### src/sv/csc_pkg.sv
package csc_pkg;

  // Default window / pattern length
  localparam int unsigned PAT_LEN_DEFAULT = 64;

  // Field widths
  localparam int unsigned VAL_W  = 16;
  localparam int unsigned IDX_W  = 6;
  localparam int unsigned ACT_W  = 2;
  localparam int unsigned PROD_W = 33;   // Q1.15 x Q1.15, two products summed
  localparam int unsigned CORR_W = 40;

  // Action codes
  localparam logic [ACT_W-1:0] ACT_LOAD  = 2'd0;
  localparam logic [ACT_W-1:0] ACT_PUSH  = 2'd1;
  localparam logic [ACT_W-1:0] ACT_CLEAR = 2'd2;

  // Saturation limits of the result
  localparam logic signed [CORR_W-1:0] CORR_MAX = {1'b0, {(CORR_W-1){1'b1}}};
  localparam logic signed [CORR_W-1:0] CORR_MIN = {1'b1, {(CORR_W-1){1'b0}}};

  typedef struct packed {
    logic signed [VAL_W-1:0] re;
    logic signed [VAL_W-1:0] im;
  } cplx_t;

  // Per-cycle controls broadcast along the cell row
  typedef struct packed {
    logic push;   // shift sample line by one cell
    logic conj;   // conjugate the taps
  } cell_ctrl_t;

endpackage

### src/sv/csc_cell.sv
module csc_cell #(
  parameter int unsigned ACC_W = 39
) (
  input  logic                    clk_i,
  input  csc_pkg::cell_ctrl_t     ctrl_i,
  input  logic                    tap_we_i,
  input  csc_pkg::cplx_t          tap_i,
  input  csc_pkg::cplx_t          smp_i,
  output csc_pkg::cplx_t          smp_o,
  input  logic signed [ACC_W-1:0] psum_re_i,
  input  logic signed [ACC_W-1:0] psum_im_i,
  output logic signed [ACC_W-1:0] psum_re_o,
  output logic signed [ACC_W-1:0] psum_im_o
);
  import csc_pkg::*;

  cplx_t                   smp_q;
  cplx_t                   tap_q;
  logic signed [VAL_W-1:0] a, b, c, d;
  logic signed [31:0]      ac, bd, ad, bc;
  logic signed [PROD_W-1:0] prod_re_d, prod_im_d;
  logic signed [PROD_W-1:0] prod_re_q, prod_im_q;
  logic signed [ACC_W-1:0]  psum_re_d, psum_im_d;
  logic signed [ACC_W-1:0]  psum_re_q, psum_im_q;

  assign a = smp_q.re;
  assign b = smp_q.im;
  assign c = tap_q.re;
  assign d = tap_q.im;

  always_comb begin
    ac = a * c;
    bd = b * d;
    ad = a * d;
    bc = b * c;
    if (ctrl_i.conj) begin
      prod_re_d = PROD_W'(ac) + PROD_W'(bd);
      prod_im_d = PROD_W'(bc) - PROD_W'(ad);
    end else begin
      prod_re_d = PROD_W'(ac) - PROD_W'(bd);
      prod_im_d = PROD_W'(bc) + PROD_W'(ad);
    end
    psum_re_d = psum_re_i + ACC_W'(prod_re_q);
    psum_im_d = psum_im_i + ACC_W'(prod_im_q);
  end

  always_ff @(posedge clk_i) begin
    if (ctrl_i.push) begin
      smp_q <= smp_i;
    end
    if (tap_we_i) begin
      tap_q <= tap_i;
    end
    prod_re_q <= prod_re_d;
    prod_im_q <= prod_im_d;
    psum_re_q <= psum_re_d;
    psum_im_q <= psum_im_d;
  end

  assign smp_o     = smp_q;
  assign psum_re_o = psum_re_q;
  assign psum_im_o = psum_im_q;

endmodule

### config.mk
export PLATFORM = sky130hd
export DESIGN_NAME = csc_cell
export DESIGN_NICKNAME = d
export VERILOG_FILES = /design/src/sv/csc_pkg.sv /design/src/sv/csc_cell.sv
export SDC_FILE = /design/constraint.sdc
export NUM_CORES = 2
export LEC_CHECK = 0
export BUFFER_PORTS_ARGS = -buffer_cell sky130_fd_sc_hd__clkbuf_2
export CELL_PAD_IN_SITES_DETAIL_PLACEMENT = 1
export CELL_PAD_IN_SITES_GLOBAL_PLACEMENT = 1
export CORE_UTILIZATION = 55
export CTS_CLUSTER_DIAMETER = 40
export CTS_CLUSTER_SIZE = 40
export DETAILED_ROUTE_END_ITERATION = 7
export PLACE_DENSITY = 0.88
export SYNTH_ARGS = -nofsm -noshare
export SYNTH_HDL_FRONTEND = slang
export SYNTH_SLANG_ARGS = --single-unit
### constraint.sdc
create_clock -name clk_i -period 24 [get_ports clk_i]
set_clock_uncertainty 0.1 [all_clocks]
set_input_delay 4.8 -clock clk_i [delete_from_list [all_inputs] [get_ports clk_i]]
set_output_delay 4.8 -clock clk_i [all_outputs]
set_load 0.02 [all_outputs]
==> qor.txt <==
Outcome -> finished, final reports clean
Floorplan die height -> 310 microns
First-pass GRT wire length -> 271 mm
Adder-Cell Fraction of Synth Area -> 51.6%
DP Area -> 0.0548 sq mm
DR vias/cell -> 5.84
Vias in the first global route -> 49297
Final hold vios -> 0
Setup Fix Bufs, Post-CTS -> 0
Post-synthesis area per instance -> 9.08 sq um
Wire per inst -> 23.8 microns
Finished Cell Area -> 0.0565 sq mm
Maximum clock path buffer count -> 3
Synth Flop Type -> dfxtp_1
Starting DRT DRC Count -> 3069
Drt drc -> 0
Total Die Area -> 0.0963 sq mm
Site Rows -> 112
Global route overflow -> 0
Worst EP required -> 24.45 ns
Cell area after synthesis -> 0.0523 sq mm
Crit path arrival time -> 11.04 ns
Chip width -> 310 microns
Vias -> 42204
Total Routed Length -> 172 mm
Post-synth EDFFs -> 64
Max Transition Viols Final -> 0
Post-synthesis sequential area ratio -> 9.19%
CTS tree -> built
Post-route ant nets -> 0
Core area -> 0.0937 sq mm
Yosys warnings -> 0
All-layer global routing usage -> 36.9%
Root Buffer -> clkbuf_16
Post-CTS resize count -> 0
Simple-Gate Fraction of Synth Area -> 14.9%
Fin crit share -> 44.1%
Largest net degree at the start of global routing -> 48
Worst Max-Slew Pin Slew -> 1.49 ns
Port-buffer cells -> 255
#FFs+latches synth -> 208
Largest family of logic cells by synthesized area -> adder cells
Hold Buf Count CTS -> 0
Area grow syn2layout -> 8.07%
Initial Util -> 55.8%
Dpl hpwl -> 135 mm
Tmin final -> 10.59 ns
CTS Buf Count -> 49
Distinct cell type count after synthesis -> 85
Most frequent CP cell -> fa_1
Crit-path max cell delay -> 1.33 ns
Nets -> 7594
Clock latency on the worst-skew pair -> 0.64 ns
Initial antenna violation count -> 4
Xor and xnor area share after synthesis -> 5.35%
Relative slew margins -> 0.826%
Layout cell share with drive strength beyond 1 -> 7.36%
Compound-Gate Fraction of Synth Area -> 8.63%
Hold Crit Class -> reg -> reg
Critical Path Slowest Stage Cell -> edfxtp_1
RSZ-0062 raised after global routing -> no
Crit path max fanout -> 32
Clock-pin slew on the worst setup and hold paths -> 0.05 ns
Io pins -> 256
Post-synth ARST share -> 0%
Net Count, Synth -> 7429
Post-synthesis mux area share -> 0.0813%
Crit path capture type -> register
Final TNS setup -> 0 ns
Type of origin of the critical path -> register
Clock Sinks -> 208
RD Place Congestion -> 0.915
Drt first pass iters -> 6
F_max -> 94.4 MHz
Post-Syn Instances -> 5759
Crit Path Category -> reg -> reg
Maxcap violations -> 0
Htree depth -> 2
Final setup viols -> 0
[metal layers]
metal	vias to the layer above	wire, microns	track usage (%)
met5	-	12	0
met4	2	11300	22.4
met3	674	11300	5.18
met2	1864	87500	65.0
met1	21684	62100	42.4
li1	17980	-	-
[synth_stat cells (21+ instances only)]
library cell,instances,area share [%]
nand2b_1,86,1.0
xnor2_1,230,3.9
a21oi_1,240,2.3
nand3_1,35,0.33
nor2_1,203,1.5
dfxtp_1,144,5.5
o21ai_0,117,1.1
xor2_1,84,1.4
inv_1,1226,8.8
edfxtp_1,64,3.7
clkbuf_1,198,1.4
a21o_1,98,1.4
a31oi_1,29,0.35
a211oi_1,23,0.33
nand2_1,617,4.4
and2_1,453,5.4
o21a_1,42,0.60
fa_1,1052,40
and3_1,21,0.25
nor2b_1,35,0.42
o21bai_1,33,0.47
nor3_1,48,0.46
ha_1,472,11
[worst max-delay path, delay by kind of cell, from the launching register on]
| kind | cells | cell delay (ns) |
|---|---|---|
| fa+ha+maj | 8 | 4.05 |
| simple gates | 3 | 0.54 |
| buf+inv | 3 | 0.21 |
| xor+xnor | 4 | 1.21 |
| flops | 1 | 1.33 |
| compound gates | 12 | 3.05 |
[cell families after synthesis]
kind of cell             after synthesis
AO/OA/AOI/OAI                        703
XOR/XNOR                             316
adder cells (fa/ha/maj)             1524
buffers and inverters               1429
flip-flops                           208
multiplexers                           4
AND/OR/NAND/NOR                     1575
[state kept, by name, summed over array words and instances (netlist names)]
register and count:
prod_re_q 33, b 16, a 16, psum_im_o 39, prod_im_q 33, psum_re_o 39, d 16, c 16
[area by class of cell]
class,count,area (sq um)
inverter,1226,4600
clock buffer,56,1290
clock inverter,36,373
timing repair buffer,317,1740
multi-input combinational,4122,42100
tap,1254,1570
antenna,2,5.00
fill,10909,37200
sequential,208,4800
[cells in the final DEF, fill, tap and decap left out, drive strengths merged, types with 98 or more instances in the layout]
| cell | netlist | final |
|---|---|---|
| nor2 | 203 | 203 |
| ha | 472 | 472 |
| a21oi | 241 | 241 |
| inv | 1226 | 1239 |
| nand2 | 617 | 617 |
| a21o | 98 | 98 |
| fa | 1052 | 1052 |
| clkbuf | 198 | 311 |
| dfxtp | 144 | 144 |
| o21ai | 124 | 124 |
| and2 | 453 | 453 |
| xnor2 | 230 | 230 |
[final timing paths]
| check | start | end | slack (ns) | depth (start not counted) |
|---|---|---|---|---|
| hold / removal | prod_im_q[0] | psum_im_o[0] | 0.35 | 1 |
| hold reg to reg | prod_im_q[0] | psum_im_o[0] | 0.35 | 1 |
| setup / recovery | d[3] | prod_im_q[32] | 13.41 | 30 |
| setup reg to reg | d[3] | prod_im_q[32] | 13.41 | 30 |
[through the flow]
step                std cells  hold slack [ns]  worst slack [ns]  util [%]
detailed placement       7127            0.337             13.81      58.5
finish                   7221            0.347             13.41      60.3
floorplan                5759            0.320             15.43         -
global route             7221            0.367             13.23      60.3
global placement         7127            0.337             14.59      58.5
CTS                      7219            0.352             13.73      60.3
Power is not shown: default switching activity piles up to over one toggle a cycle in this logic, so the estimate is an artifact.
