<file path="src/sv/csc_pkg.sv">
package csc_pkg;

  // Default window / pattern length
  localparam int unsigned PAT_LEN_DEFAULT = 64;

  // Field widths
  localparam int unsigned VAL_W  = 16;
  localparam int unsigned IDX_W  = 6;
  localparam int unsigned ACT_W  = 2;
  localparam int unsigned PROD_W = 33;   // Q1.15 x Q1.15, two products summed
  localparam int unsigned CORR_W = 40;

  // Action codes
  localparam logic [ACT_W-1:0] ACT_LOAD  = 2'd0;
  localparam logic [ACT_W-1:0] ACT_PUSH  = 2'd1;
  localparam logic [ACT_W-1:0] ACT_CLEAR = 2'd2;

  // Saturation limits of the result
  localparam logic signed [CORR_W-1:0] CORR_MAX = {1'b0, {(CORR_W-1){1'b1}}};
  localparam logic signed [CORR_W-1:0] CORR_MIN = {1'b1, {(CORR_W-1){1'b0}}};

  typedef struct packed {
    logic signed [VAL_W-1:0] re;
    logic signed [VAL_W-1:0] im;
  } cplx_t;

  // Per-cycle controls broadcast along the cell row
  typedef struct packed {
    logic push;   // shift sample line by one cell
    logic conj;   // conjugate the taps
  } cell_ctrl_t;

endpackage

</file>
<file path="src/sv/csc_ctrl.sv">
module csc_ctrl #(
  parameter int unsigned PATTERN_LEN = 64,
  parameter int unsigned ACC_W       = 39
) (
  input  logic                      clk_i,
  input  logic                      rst_ni,
  input  logic                      in_valid_i,
  output logic                      in_stall_o,
  input  logic [csc_pkg::ACT_W-1:0] action_i,
  input  logic                      cfg_we_i,
  input  logic                      cfg_wdata_i,
  output csc_pkg::cell_ctrl_t       cell_ctrl_o,
  output logic                      load_o,
  input  logic signed [ACC_W-1:0]   psum_re_i,
  input  logic signed [ACC_W-1:0]   psum_im_i,
  output logic                      out_valid_o,
  input  logic                      out_stall_i,
  output logic signed [csc_pkg::CORR_W-1:0] corr_re_o,
  output logic signed [csc_pkg::CORR_W-1:0] corr_im_o
);
  import csc_pkg::*;

  localparam int unsigned FILL_W = $clog2(PATTERN_LEN + 1);
  localparam int unsigned CNT_W  = $clog2(PATTERN_LEN + 2);
  localparam int unsigned EXT_W  = (ACC_W > CORR_W) ? ACC_W : CORR_W;
  localparam logic [FILL_W-1:0] FILL_FULL  = FILL_W'(PATTERN_LEN);
  localparam logic [FILL_W-1:0] FILL_LAST  = FILL_W'(PATTERN_LEN - 1);
  // covers the product register, then each cell's partial-sum register in the ripple
  localparam logic [CNT_W-1:0]  CNT_START  = CNT_W'(PATTERN_LEN + 1);
  localparam logic signed [EXT_W-1:0] MAX_E = EXT_W'(CORR_MAX);
  localparam logic signed [EXT_W-1:0] MIN_E = EXT_W'(CORR_MIN);

  localparam logic ST_IDLE = 1'b0;
  localparam logic ST_CALC = 1'b1;

  logic              state_q, state_d;
  logic [CNT_W-1:0]  cnt_q, cnt_d;
  logic [FILL_W-1:0] fill_q, fill_d;
  logic              conj_q;
  logic              out_valid_q, out_valid_d;
  logic signed [CORR_W-1:0] corr_re_q, corr_im_q;
  logic              in_fire, push_fire, clear_fire, window_done;
  logic              out_free, out_load;

  function automatic logic signed [CORR_W-1:0] sat(input logic signed [EXT_W-1:0] v);
    logic signed [CORR_W-1:0] r;
    if (v > MAX_E) begin
      r = CORR_MAX;
    end else if (v < MIN_E) begin
      r = CORR_MIN;
    end else begin
      r = v[CORR_W-1:0];
    end
    return r;
  endfunction

  assign in_fire     = in_valid_i && (state_q == ST_IDLE);
  assign push_fire   = in_fire && (action_i == ACT_PUSH);
  assign clear_fire  = in_fire && (action_i == ACT_CLEAR);
  assign load_o      = in_fire && (action_i == ACT_LOAD);
  assign window_done = push_fire && (fill_q >= FILL_LAST);
  assign out_free    = !out_valid_q || !out_stall_i;
  assign out_load    = (state_q == ST_CALC) && (cnt_q == '0) && out_free;

  always_comb begin
    fill_d = fill_q;
    if (clear_fire) begin
      fill_d = '0;
    end else if (push_fire && (fill_q != FILL_FULL)) begin
      fill_d = fill_q + 1'b1;
    end
  end

  always_comb begin
    state_d = state_q;
    cnt_d   = cnt_q;
    case (state_q)
      ST_IDLE: begin
        if (window_done) begin
          state_d = ST_CALC;
          cnt_d   = CNT_START;
        end
      end
      ST_CALC: begin
        if (cnt_q != '0) begin
          cnt_d = cnt_q - 1'b1;
        end else if (out_free) begin
          state_d = ST_IDLE;
        end
      end
      default: begin
        state_d = ST_IDLE;
      end
    endcase
  end

  always_comb begin
    out_valid_d = out_valid_q;
    if (out_load) begin
      out_valid_d = 1'b1;
    end else if (!out_stall_i) begin
      out_valid_d = 1'b0;
    end
  end

  always_ff @(posedge clk_i or negedge rst_ni) begin
    if (!rst_ni) begin
      state_q     <= ST_IDLE;
      cnt_q       <= '0;
      fill_q      <= '0;
      conj_q      <= 1'b0;
      out_valid_q <= 1'b0;
    end else begin
      state_q     <= state_d;
      cnt_q       <= cnt_d;
      fill_q      <= fill_d;
      out_valid_q <= out_valid_d;
      if (cfg_we_i) begin
        conj_q <= cfg_wdata_i;
      end
    end
  end

  always_ff @(posedge clk_i) begin
    if (out_load) begin
      corr_re_q <= sat(EXT_W'(psum_re_i));
      corr_im_q <= sat(EXT_W'(psum_im_i));
    end
  end

  assign in_stall_o       = (state_q != ST_IDLE);
  assign cell_ctrl_o.push = push_fire;
  assign cell_ctrl_o.conj = conj_q;
  assign out_valid_o      = out_valid_q;
  assign corr_re_o        = corr_re_q;
  assign corr_im_o        = corr_im_q;

`ifndef SYNTHESIS
  a_fill_bound: assert property (@(posedge clk_i) disable iff (!rst_ni)
    fill_q <= FILL_FULL)
    else $error("fill count beyond window length");

  a_full_starts_calc: assert property (@(posedge clk_i) disable iff (!rst_ni)
    window_done |=> (state_q == ST_CALC) && (cnt_q == CNT_START))
    else $error("full window did not start a correlation pass");

  a_load_full_window: assert property (@(posedge clk_i) disable iff (!rst_ni)
    out_load |-> (fill_q == FILL_FULL))
    else $error("result loaded without a full window");

  a_load_back_idle: assert property (@(posedge clk_i) disable iff (!rst_ni)
    out_load |=> (state_q == ST_IDLE) && out_valid_q)
    else $error("result load did not release the input side");
`endif

endmodule

</file>
<file path="config.mk">
export PLATFORM = sky130hd
export DESIGN_NAME = csc_ctrl
export DESIGN_NICKNAME = d
export VERILOG_FILES = /design/src/sv/csc_pkg.sv /design/src/sv/csc_ctrl.sv
export SDC_FILE = /design/constraint.sdc
export NUM_CORES = 1
export LEC_CHECK = 0
export ABC_CLOCK_PERIOD_IN_PS = 19000
export BUFFER_PORTS_ARGS = -buffer_cell sky130_fd_sc_hd__buf_2
export CAP_MARGIN = 20
export CORE_ASPECT_RATIO = 1.5
export CORE_MARGIN = 2
export CORE_UTILIZATION = 50
export DETAILED_ROUTE_END_ITERATION = 10
export PLACE_DENSITY = 0.95
export SLEW_MARGIN = 20
export SYNTH_ARGS = -nofsm -noshare
export SYNTH_HDL_FRONTEND = slang
export SYNTH_SLANG_ARGS = --single-unit
</file>
<file path="constraint.sdc">
create_clock -name clk_i -period 19 [get_ports clk_i]
set_clock_uncertainty 0.15 [all_clocks]
set_input_delay 3.8 -clock clk_i [delete_from_list [all_inputs] [get_ports clk_i]]
set_output_delay 3.8 -clock clk_i [all_outputs]
set_load 0.01 [all_outputs]
</file>
==> run_results.csv <==
group,metric,value,unit
synthesis,syn-num-nets,344,
worst_hold_path,hold_path_depth,1,
detailed_routing,wl_per_cell,16.0,um
cts,cts.path.max_buffers,2,
cts,cts_hold_buffers,0,
power_and_ir_drop,power.leakage,1.94,nW
worst_setup_path,cp-start-kind,"primary input",
detailed_routing,drt_iter0_drc,109,
power_and_ir_drop,p_seq_frac,0.615,
synthesis,ys_types,40,
worst_setup_path,crit_arrival,5.09,ns
cts,cts_root_buffer,"clkbuf_8",
timing,rsz0062_at_grt,"false",
cts,htreeDepth,3,
grt,grt_pass1_vias,2206,
finish,nFillCells,527,
timing,period_minus_slack,9.04,ns
grt,antenna_found_initial,3,
finish,final_common_cell,"buf_2",
worst_setup_path,worst_ep_required_time,15.05,ns
synthesis,synthCells,255,
floorplan,fp-row-count,38,
power_and_ir_drop,ir_drop,0.0691,mV
power_and_ir_drop,switchingPower,0.0783,mW
timing,fmax,0.111,GHz
worst_setup_path,worstRegToRegCells,7,
finish,fin_nets,442,
worst_setup_path,r2r-end,"corr_im_o[1]$_SDFFCE_PN1P_",
placed_design,place.port_buffers,170,
timing,period_share,0.476,
cts,insertion_delay,0.35,ns
synthesis,synth_top_area_cell,"edfxtp_1",
synthesis,yosysSeqAreaShare,0.777,
status,status,"finished clean",
synthesis,synthTopCellsByArea,"edfxtp_1 66%, dfrtp_1 12%, clkbuf_1 8.5%",
detailed_routing,routed_wl,7.00,mm
power_and_ir_drop,swShare,0.205,
cts,cts_resized,0,
cts,clk_pin_slew,0.09,ns
worst_setup_path,timing.rr.start,"cnt_q[0]$_DFFE_PN0P_",
cts,cts_buffers,9,
cts,cts_tree,"done",
worst_hold_path,hp-start,"conj_q$_DFFE_PN0P_",
synthesis,synth.top_cell.area_share,0.660,
grt,grt_pass1_wl,9.98,mm
placed_design,dp_hpwl,5.42,mm
worst_setup_path,critPathMaxStageDelay,0.89,ns
timing,finalSetupTns,0,ns
run,cap_violations,0,
grt,overflow,0,
floorplan,core_area,7130,um^2
floorplan,initial_core_util,0.511,
grt,grt_usage,0.171,
floorplan,die_w,73.7,um
power_and_ir_drop,power.density,85.2,nW/um^2
detailed_routing,first_pass_iters,4,
synthesis,synth_area,3640,um^2
finish,drive_gt1_frac,0.542,
detailed_routing,via_count,2228,
power_and_ir_drop,p_comb_frac,0.050,
finish,n_antenna_cell,0,
placed_design,gp_congestion,0.774,
timing,setup_violations,0,
worst_setup_path,critPathCaptureType,"primary output",
floorplan,fp.dieArea,7990,um^2
synthesis,avgSynthCellArea,14.3,um^2
timing,hold_viol,0,
cts,cts.sinks,97,
worst_hold_path,min_to,"conj_q$_DFFE_PN0P_",
synthesis,yosys_warnings,0,
worst_setup_path,r2r_setup_slack,15.88,ns
power_and_ir_drop,p_int,0.303,mW
floorplan,fp.dieH,109,um
worst_setup_path,cp_max_fo,7,
worst_setup_path,path_buf_inv,2,
worst_setup_path,cp_common_cell,"buf_2",
detailed_routing,drc,0,
placed_design,preCtsSetupSlack,9.99,ns
finish,layout_common_cells,"170 x buf_2, 80 x edfxtp_1, 17 x dfrtp_1, 9 x clkbuf_8, 8 x nor2_1",
timing,layout_setup_ws,9.96,ns
floorplan,pin_count,171,
timing,max_slew_margin,0.279,
synthesis,ys_seq_elements,97,
cts,cts_setup_buffers,0,
detailed_routing,ant_nets,0,
finish,flow.area_growth_from_synthesis,23.1,%
timing,final_max_slew_viol_count,0,
worst_hold_path,hold_class,"flip-flop to flip-flop",
synthesis,synth-edff-count,80,
synthesis,synthFlopType,"edfxtp_1",
worst_setup_path,crit_slowest_cell,"nor4bb_1",
grt,grt_max_degree,81,
synthesis,ys_async_sr_fraction,0.175,
power_and_ir_drop,p_clk_frac,0.335,
worst_setup_path,path_delay_family,"simple AND/OR/NAND/NOR gates",
timing,tightest_slew,1.07,ns
detailed_routing,viasPerCell,5.09,
worst_setup_path,crit_type,"primary input to primary output",
worst_setup_path,path_cells,"buf_2 > nor4bb_1 > buf_2",
cells in the mapped netlist, drive strengths merged, types with 2 or more instances:
cell / count
nand3: 3
xor2: 4
edfxtp: 80
nor3: 2
nor2: 8
a21oi: 3
buf: 2
dfrtp: 17
nand2: 7
o21a: 3
ha: 3
mux2: 2
or3: 3
and2: 2
o21ai: 6
inv: 7
clkbuf: 82
or4b: 2
nand4: 3
stage by stage:
stage / instance area, um^2 / power, mW / instances / util / hold slack [ns]
5_1_grt: 4480 / 0.395 / 438 / 0.628 / 0.404
3_5_place_dp: 4290 / 0.259 / 422 / 0.601 / 0.373
6_report: 4480 / 0.382 / 438 / 0.628 / 0.382
4_1_cts: 4480 / 0.386 / 438 / 0.628 / 0.395
2_1_floorplan: 3640 / 0.252 / 255 / - / 0.332
3_3_place_gp: 4290 / 0.257 / 422 / 0.601 / 0.343
logic make-up (layout without fill, tap and decap cells):
| group | Yosys count | count (layout) | share of synthesized area |
|---|---|---|---|
| compound gates | 18 | 18 | 0.0326 |
| fa+ha+maj | 3 | 3 | 0.0103 |
| xor+xnor | 5 | 5 | 0.0120 |
| simple gates | 38 | 38 | 0.0636 |
| buf+inv | 91 | 194 | 0.0959 |
| mux | 3 | 3 | 0.00893 |
| flops | 97 | 97 | 0.777 |
power by group through the flow:
stage                     Combinational, mW  Clock (mW)  Sequential (mW)
after floorplan                      0.0127           0            0.239
after detailed placement             0.0196           0            0.240
after CTS                            0.0197       0.132            0.235
after global routing                 0.0215       0.138            0.235
final                                0.0191       0.128            0.235
after global placement               0.0181           0            0.239
sequential cells by signal, indices dropped and copies added (netlist names):
register / count
cnt_q: 7
conj_q: 1
corr_im_o: 40
corr_re_o: 40
fill_q: 7
in_stall_o: 1
out_valid_o: 1
per-layer routing:
metal / track usage / routed length [um] / vias to the layer above
met1: 0.157 / 2250 / 1075
met4: 0.0935 / 178 / 4
met3: 0.0550 / 609 / 18
met2: 0.319 / 3930 / 114
met5: 0 / 27 / -
li1: - / - / 1017
final cells by class:
class / instances / area [um^2] / share of cell area
flip-flops and latches: 97 / 2830 / 0.631
repair buffers: 171 / 858 / 0.192
multi-input cells: 67 / 475 / 0.106
clock buffers: 9 / 124 / 0.0276
well taps: 80 / 100 / 0.0223
clock inverters: 7 / 70.1 / 0.0156
inverters: 7 / 26.3 / 0.00586
worst max-delay path by stage:
stage | start | end | slack, ns | cells after the start
2_1_floorplan | out_stall_i | corr_im_o[0]$_SDFFCE_PN1P_ | 10.61 | 1
3_3_place_gp | action_i[1] | cell_ctrl_o[1] | 10.10 | 3
3_5_place_dp | action_i[1] | cell_ctrl_o[1] | 9.99 | 3
4_1_cts | action_i[1] | cell_ctrl_o[1] | 9.99 | 3
5_1_grt | action_i[1] | cell_ctrl_o[1] | 9.88 | 3
6_report | action_i[1] | cell_ctrl_o[1] | 9.96 | 3
Note: power is estimated with default switching activity, not from simulation.
